## src/rtl/assert_macros.svh

```systemverilog
// assertion macros for the route lookup rtl
`ifndef ASSERT_MACROS_SVH
`define ASSERT_MACROS_SVH

// property must hold on every clock edge out of reset
`define ASSERT_ALWAYS(label, clk, rst_n, prop, msg) \
    label: assert property (@(posedge clk) disable iff (!rst_n) (prop)) else $error(msg);

// consequent must hold in the cycle after the antecedent
`define ASSERT_NEXT(label, clk, rst_n, ante, cons, msg) \
    label: assert property (@(posedge clk) disable iff (!rst_n) (ante) |=> (cons)) \
        else $error(msg);

`endif

```

## src/rtl/lpr_pkg.sv

```systemverilog
// shared types, constants and functions for the route lookup block
package lpr_pkg;

    localparam int unsigned TableDepth = 64;

    localparam logic [1:0] KIND_INSERT = 2'd0;
    localparam logic [1:0] KIND_LOOKUP = 2'd1;
    localparam logic [1:0] KIND_CLEAR  = 2'd2;

    localparam logic [1:0] STATUS_DONE     = 2'd0;
    localparam logic [1:0] STATUS_FILTERED = 2'd1;
    localparam logic [1:0] STATUS_FULL     = 2'd2;

    localparam logic [31:0] FLAG_UP     = 32'h0000_0001;
    localparam logic [31:0] FLAG_STATIC = 32'h0000_0800;
    localparam logic [31:0] FLAG_CLONED = 32'h0002_0000;
    localparam logic [31:0] FLAG_SCOPED = 32'h0100_0000;

    // stored route: address, mask and interface
    localparam int unsigned EntryWidth = 128 + 128 + 16;

    // commands from controller to datapath
    typedef struct packed {
        logic load;       // capture the input beat
        logic rd_start;   // start a read at the walk pointer
        logic ptr_clear;  // walk pointer to 0
        logic ptr_inc;    // walk pointer up
        logic ptr_dec;    // walk pointer down
        logic ptr_to_end; // walk pointer to table count
        logic wr_shift;   // write previous entry one place up
        logic wr_new;     // write new entry at walk pointer
        logic cnt_inc;    // table count up
        logic cnt_clear;  // both counts to 0
        logic hit_set;    // latch the matched interface
    } lpr_cmd_t;

    // status from datapath to controller
    typedef struct packed {
        logic [1:0] kind;
        logic       filtered;
        logic       full;
        logic       ptr_at_end;  // walk pointer equals table count
        logic       ptr_zero;
        logic       entry_hit;   // read entry matches destination
        logic       entry_less;  // new mask greater than read mask
    } lpr_stat_t;

    // true when a route matches the destination under byte-wise mask rules
    function automatic logic route_match(input logic [127:0] a, input logic [127:0] m,
                                         input logic [127:0] d);
        logic ok;
        logic stop;
        ok = 1'b1;
        stop = 1'b0;
        for (int i = 0; i < 16; i++) begin
            if (!stop) begin
                if (m[127-8*i -: 8] == 8'h00) begin
                    stop = 1'b1;
                end else if ((d[127-8*i -: 8] & m[127-8*i -: 8]) != a[127-8*i -: 8]) begin
                    ok = 1'b0;
                    stop = 1'b1;
                end
            end
        end
        return ok;
    endfunction

endpackage

```

## src/rtl/lpr_ctrl.sv

```systemverilog
// controller: sequences capture, table walk, insert shift and result beat
module lpr_ctrl (
    input  logic               clk,
    input  logic               rst_n,
    input  logic               in_valid,
    output logic               in_ready,
    output logic               out_valid,
    input  logic               out_ready,
    output logic               found,
    output logic [1:0]         status,
    output lpr_pkg::lpr_cmd_t  cmd,
    input  lpr_pkg::lpr_stat_t stat
);

    typedef enum logic [6:0] {
        S_IDLE   = 7'b0000001,
        S_DECODE = 7'b0000010,
        S_LOOK   = 7'b0000100,
        S_FIND   = 7'b0001000,
        S_SHIFT  = 7'b0010000,
        S_WRITE  = 7'b0100000,
        S_OUT    = 7'b1000000
    } state_t;

    state_t     state_reg, state_next;
    logic       found_reg, found_next;
    logic [1:0] status_reg, status_next;

    // next state and commands
    always_comb
    begin
        state_next  = state_reg;
        found_next  = found_reg;
        status_next = status_reg;
        cmd         = '0;
        case (state_reg)
            S_IDLE:
            begin
                if (in_valid)
                begin
                    cmd.load   = 1'b1;
                    state_next = S_DECODE;
                end
            end
            S_DECODE:
            begin
                found_next  = 1'b0;
                status_next = lpr_pkg::STATUS_DONE;
                state_next  = S_OUT;
                if (stat.kind == lpr_pkg::KIND_CLEAR)
                begin
                    cmd.cnt_clear = 1'b1;
                end
                else if (stat.kind == lpr_pkg::KIND_LOOKUP)
                begin
                    cmd.ptr_clear = 1'b1;
                    cmd.rd_start  = 1'b1;
                    state_next    = S_LOOK;
                end
                else if (stat.kind == lpr_pkg::KIND_INSERT)
                begin
                    if (stat.filtered)
                    begin
                        status_next = lpr_pkg::STATUS_FILTERED;
                    end
                    else if (stat.full)
                    begin
                        status_next = lpr_pkg::STATUS_FULL;
                    end
                    else
                    begin
                        cmd.ptr_clear = 1'b1;
                        cmd.rd_start  = 1'b1;
                        state_next    = S_FIND;
                    end
                end
            end
            // walk entries until one matches or the table ends
            S_LOOK:
            begin
                if (stat.ptr_at_end)
                begin
                    state_next = S_OUT;
                end
                else if (stat.entry_hit)
                begin
                    cmd.hit_set = 1'b1;
                    found_next  = 1'b1;
                    state_next  = S_OUT;
                end
                else
                begin
                    cmd.ptr_inc  = 1'b1;
                    cmd.rd_start = 1'b1;
                end
            end
            // find the insert position, then start shifting from the end
            S_FIND:
            begin
                if (stat.ptr_at_end || stat.entry_less)
                begin
                    cmd.ptr_to_end = 1'b1;
                    state_next     = S_SHIFT;
                end
                else
                begin
                    cmd.ptr_inc  = 1'b1;
                    cmd.rd_start = 1'b1;
                end
            end
            // slot at ptr is free: at the bottom place the new entry, else read ptr-1
            S_SHIFT:
            begin
                if (stat.ptr_zero)
                begin
                    cmd.wr_new  = 1'b1;
                    cmd.cnt_inc = 1'b1;
                    state_next  = S_OUT;
                end
                else
                begin
                    cmd.rd_start = 1'b1;
                    cmd.ptr_dec  = 1'b1;
                    state_next   = S_WRITE;
                end
            end
            // move a less specific entry up one place, else the new entry goes above it
            S_WRITE:
            begin
                if (stat.entry_less)
                begin
                    cmd.wr_shift = 1'b1;
                    state_next   = S_SHIFT;
                end
                else
                begin
                    cmd.wr_new  = 1'b1;
                    cmd.ptr_inc = 1'b1;
                    cmd.cnt_inc = 1'b1;
                    state_next  = S_OUT;
                end
            end
            S_OUT:
            begin
                if (out_ready)
                begin
                    state_next = S_IDLE;
                end
            end
            default:
            begin
                state_next = S_IDLE;
            end
        endcase
    end

    always_ff @(posedge clk or negedge rst_n)
    begin
        if (!rst_n)
        begin
            state_reg  <= S_IDLE;
            found_reg  <= 1'b0;
            status_reg <= lpr_pkg::STATUS_DONE;
        end
        else
        begin
            state_reg  <= state_next;
            found_reg  <= found_next;
            status_reg <= status_next;
        end
    end

    assign in_ready  = (state_reg == S_IDLE);
    assign out_valid = (state_reg == S_OUT);
    assign found     = found_reg;
    assign status    = status_reg;

endmodule

```

## config.mk

```make
export PLATFORM = sky130hd
export DESIGN_NAME = lpr_ctrl
export DESIGN_NICKNAME = d
export VERILOG_FILES = /design/src/rtl/assert_macros.svh /design/src/rtl/lpr_pkg.sv /design/src/rtl/lpr_ctrl.sv
export SDC_FILE = /design/constraint.sdc
export NUM_CORES = 1
export LEC_CHECK = 0
export BUFFER_PORTS_ARGS = -buffer_cell sky130_fd_sc_hd__buf_2
export CORE_MARGIN = 5
export CORE_UTILIZATION = 39
export CTS_BUF_LIST = sky130_fd_sc_hd__clkbuf_8 sky130_fd_sc_hd__clkbuf_16
export DETAILED_ROUTE_END_ITERATION = 12
export PLACE_DENSITY = 0.67
export SLEW_MARGIN = 20
export SYNTH_ARGS = -nofsm -noshare
export SYNTH_HDL_FRONTEND = slang
export SYNTH_SLANG_ARGS = --single-unit
```

## constraint.sdc

```tcl
create_clock -name clk -period 1.38 [get_ports clk]
set_input_delay 0.207 -clock clk [delete_from_list [all_inputs] [get_ports clk]]
set_output_delay 0.207 -clock clk [all_outputs]
set_load 0.005 [all_outputs]
```

### Word level (Yosys, flattened, before mapping)

Cells that the tools add are included.

* input port bits: 12
* bits in registers: 10
* memory bits (writable): 0
* bits in latches: 0
* memory bits (read-only): 0
* memories: 0

* eq/ne operators: 15
* shifts and indexed selects: 0
* add/sub/neg operators: 0
* div/mod/pow operators: 0
* multiply operators: 0
* $lt $le $gt $ge: 0
* mux-type cells: 49
* reductions and logical operators: 5
* bitwise gates (word level): 0

Operator list (number)
* $mux 7: 12
* $pmux 7 s7: 1
* $mux 2: 12
* $mux 1: 20
* $ne 2x2->1 const B: 4
* $eq 7x1->1 const B: 1
* $eq 7x2->1 const B: 1
* $eq 7x3->1 const B: 1
* $eq 7x4->1 const B: 1
* $eq 7x5->1 const B: 1
* $eq 7x6->1 const B: 1
* $eq 7x7->1 const B: 1
* $pmux 1 s4: 1
* $pmux 2 s2: 1
* $reduce_and 4->1: 1
* $ne 3x3->1 const B: 1
* $pmux 1 s3: 1
* $reduce_and 3->1: 1
* $eq 2x1->1 const B: 1
* $eq 2x2->1 const B: 1
* $logic_not 2->1: 1
* $ne 2x1->1 const B: 1
* $pmux 1 s2: 1
* $reduce_bool 2->1: 1
* $logic_or 1x1->1: 1

### Depth between registers and ports, before layout

* depth after elaboration: 6
* depth in mapped cells: 6
* mapped depth without buffers: 4

### Worst setup path before layout

Ideal clock, no wire load.

* path type: register to output
* from: reg state_reg[2]
* to: out cmd[9] (netlist name)
* cell stages (with the launch flop): 5
* slack: -0.133 ns
* data required time: 1.173 ns
* data arrival time: 1.306 ns
* cell sequence: dfrtp_1 > buf_6 > nor3b_4 > o2111ai_4 > or3b_1

RTL lines
* start: declaration: RTL line lpr_ctrl.sv:25 `state_t state_reg, state_next;`
* start signal: assignment: RTL line lpr_ctrl.sv:167 `state_reg <= state_next;`
* end: declaration: RTL line lpr_ctrl.sv:11 `output lpr_pkg::lpr_cmd_t cmd,`

==> impl_metrics.json <==
{
  "synth-edff-count": 0,
  "hold_violations": 0,
  "worst_hold_slack_ns": 0.1734,
  "via_count": 959,
  "synthArstFlopShare_pct": 100.0,
  "startpoint_type": "flop",
  "critPathKind": "flop to output pin",
  "postSynthCellCount": 85,
  "row_count": 16,
  "cts_tree": "done",
  "post_drt_wl_per_cell_um": 16.94,
  "hpwl_um": 1762,
  "yosysSeqAreaShare_pct": 31.02,
  "grt_setup_unrepaired": "yes",
  "groute.usage.overall_pct": 18.25,
  "largest_reg_flops": 7,
  "relSlewSlack_pct": 77.19,
  "final_cells": 178,
  "drtAntennaViolNets": 0,
  "die_x_um": 55.60,
  "tightest_slew_ns": 0.3386,
  "cp-end-kind": "output pin",
  "fin_util_pct": 75.64,
  "worstPathRequired_ns": 1.17,
  "numCtsBuffers": 3,
  "clk_pin_slew_worst_paths_ns": 0.06,
  "grt_max_degree": 11,
  "synth.net_count": 97,
  "via_per_inst": 5.388,
  "postSynthRegisterBits": 10,
  "post-route-period-util_pct": 135.6,
  "fin_skew_ns": 0.004559,
  "start_util_pct": 41.33,
  "antenna-diode-count": 0,
  "p_leak_nw": 0.7114,
  "fmax_mhz": 534.4,
  "port_buffers": 27,
  "clk_latency_ns": 0.25,
  "irDropWorstVdd_mv": 0.9655,
  "synth_area_leaders": "dfrtp_1 (28%), nor2_1 (6.0%), dfstp_2 (3.2%)",
  "path_max_fanout": 6,
  "routabilityCongestion": 0.7853,
  "grt_pass1_vias": 967,
  "placed_area_mm2": 0.001121,
  "fin_tns_setup_ns": -6.111,
  "yosysMostFrequentCell": "nor2_1",
  "nets": 164,
  "outcome": "finished, violations left",
  "synth.distinct_cells": 45,
  "coreArea_mm2": 0.001962,
  "total_power_mw": 2.229,
  "setup_slack_ns": -0.4914,
  "ys.flop_type": "dfrtp_1",
  "synth_area_leader_cell": "dfrtp_1",
  "dieArea_mm2": 0.003091,
  "dp_cells": 157,
  "root_buffer": "clkbuf_8",
  "clock_path_buffers": 2,
  "grt_pass1_wl_um": 4526,
  "dp_slack_ns": -0.2220,
  "grt_overflow": 0,
  "finalSetupViolCount": 21,
  "antenna_found_initial": 0,
  "final_area_mm2": 0.001484,
  "synthTopCellsByCount": "nor2_1 (13), dfrtp_1 (9), nand2_1 (6), o21ai_0 (4)",
  "avgSynthCellArea_um2": 9.539,
  "nFillCells": 132,
  "min_path_type": "primary input to flop",
  "drtPass1Iterations": 4,
  "drc_errors": 0,
  "die_h_um": 55.60,
  "drive_gt1_share_pct": 68.87,
  "final_max_slew_viol_count": 0,
  "drt_iter0_drc": 15,
  "ios": 28,
  "synth-warning-count": 0,
  "power.density_mw_per_mm2": 1502,
  "violations": "setup timing",
  "min_period_ns": 1.871,
  "htree_num_levels": 1,
  "syn-cell-area_um2": 810.8,
  "synth_top_area_share_pct": 27.78,
  "area_delta_synth_final_pct": 83.02,
  "wl_um": 3015,
  "worstPathArrival_ns": 1.66,
  "cap_violations": 0,
  "clock-sinks": 10
}
==> cells by family (layout without fill, tap and decap cells) <==
| group | Yosys count | after routing | share of synthesized area (%) |
|---|---|---|---|
| flops | 10 | 10 | 31.02 |
| xor+xnor | 1 | 1 | 1.080 |
| mux | 1 | 1 | 1.235 |
| simple gates | 49 | 49 | 41.21 |
| compound gates | 16 | 16 | 18.37 |
| buf+inv | 8 | 74 | 7.098 |
==> final cells by class <==
class | count | area (µm²) | area share (%)
Clock buffer | 4 | 55.05 | 3.710
Sequential cell | 10 | 256.5 | 17.29
Multi-Input combinational cell | 67 | 620.6 | 41.82
Timing Repair Buffer | 68 | 510.5 | 34.40
Tap cell | 27 | 33.78 | 2.277
Inverter | 2 | 7.507 | 0.5059
==> power by group <==
group          switching [mW]  internal [mW]
logic                   0.613          0.727
registers               0.113          0.379
clock network           0.144          0.253
total                   0.870           1.36
==> final timing paths <==
path	end	startpoint	depth (start not counted)	slack (ns)
max	cmd[9]	state_reg[2]	4	-0.49
min	state_reg[5]	stat[2]	2	0.17
max reg2reg	state_reg[2]	state_reg[6]	7	-0.39
min reg2reg	status[0]	status[0]	2	0.48
max in group asynchronous	state_reg[0]	rst_n	2	0.74
min in group asynchronous	state_reg[1]	rst_n	2	0.37
==> repair_timing <==
action | 4_1_cts | 5_1_grt
endpoints found under the setup margin | 20 | 22
setup buffers | 9 | 7
endpoints found under the hold margin | 9 | 0
hold buffers | 1 | 0
resized for setup | 28 | 13
gates cloned | 0 | 0
pin swaps | 16 | 10
==> critical path, stage by stage (launching register included) <==
cell	delay (ns)
dfrtp_2	0.46
nor3b_4	0.18
o2111ai_4	0.24
or3b_1	0.39
buf_2	0.15
==> placed cells by master (no fill, tap or decap), types with 3 or more instances in the layout <==
cell type / instances
buf_6: 12
buf_4: 26
nand2_1: 3
buf_2: 27
o21ai_0: 3
clkbuf_8: 4
nor2_4: 3
nand4b_1: 3
nor3_4: 3
nand2_2: 4
nor2_1: 10
dfrtp_1: 5
dfrtp_2: 4
==> layer usage <==
layer / track usage, % / up-vias / share of wire (%)
li1: - / 447 / -
met3: 2.320 / 7 / 5.0
met4: 7.986 / 0 / 3.0
met1: 21.45 / 469 / 39
met5: 0 / - / 0
met2: 32.77 / 36 / 53
Power figures use the tool's default switching activity.
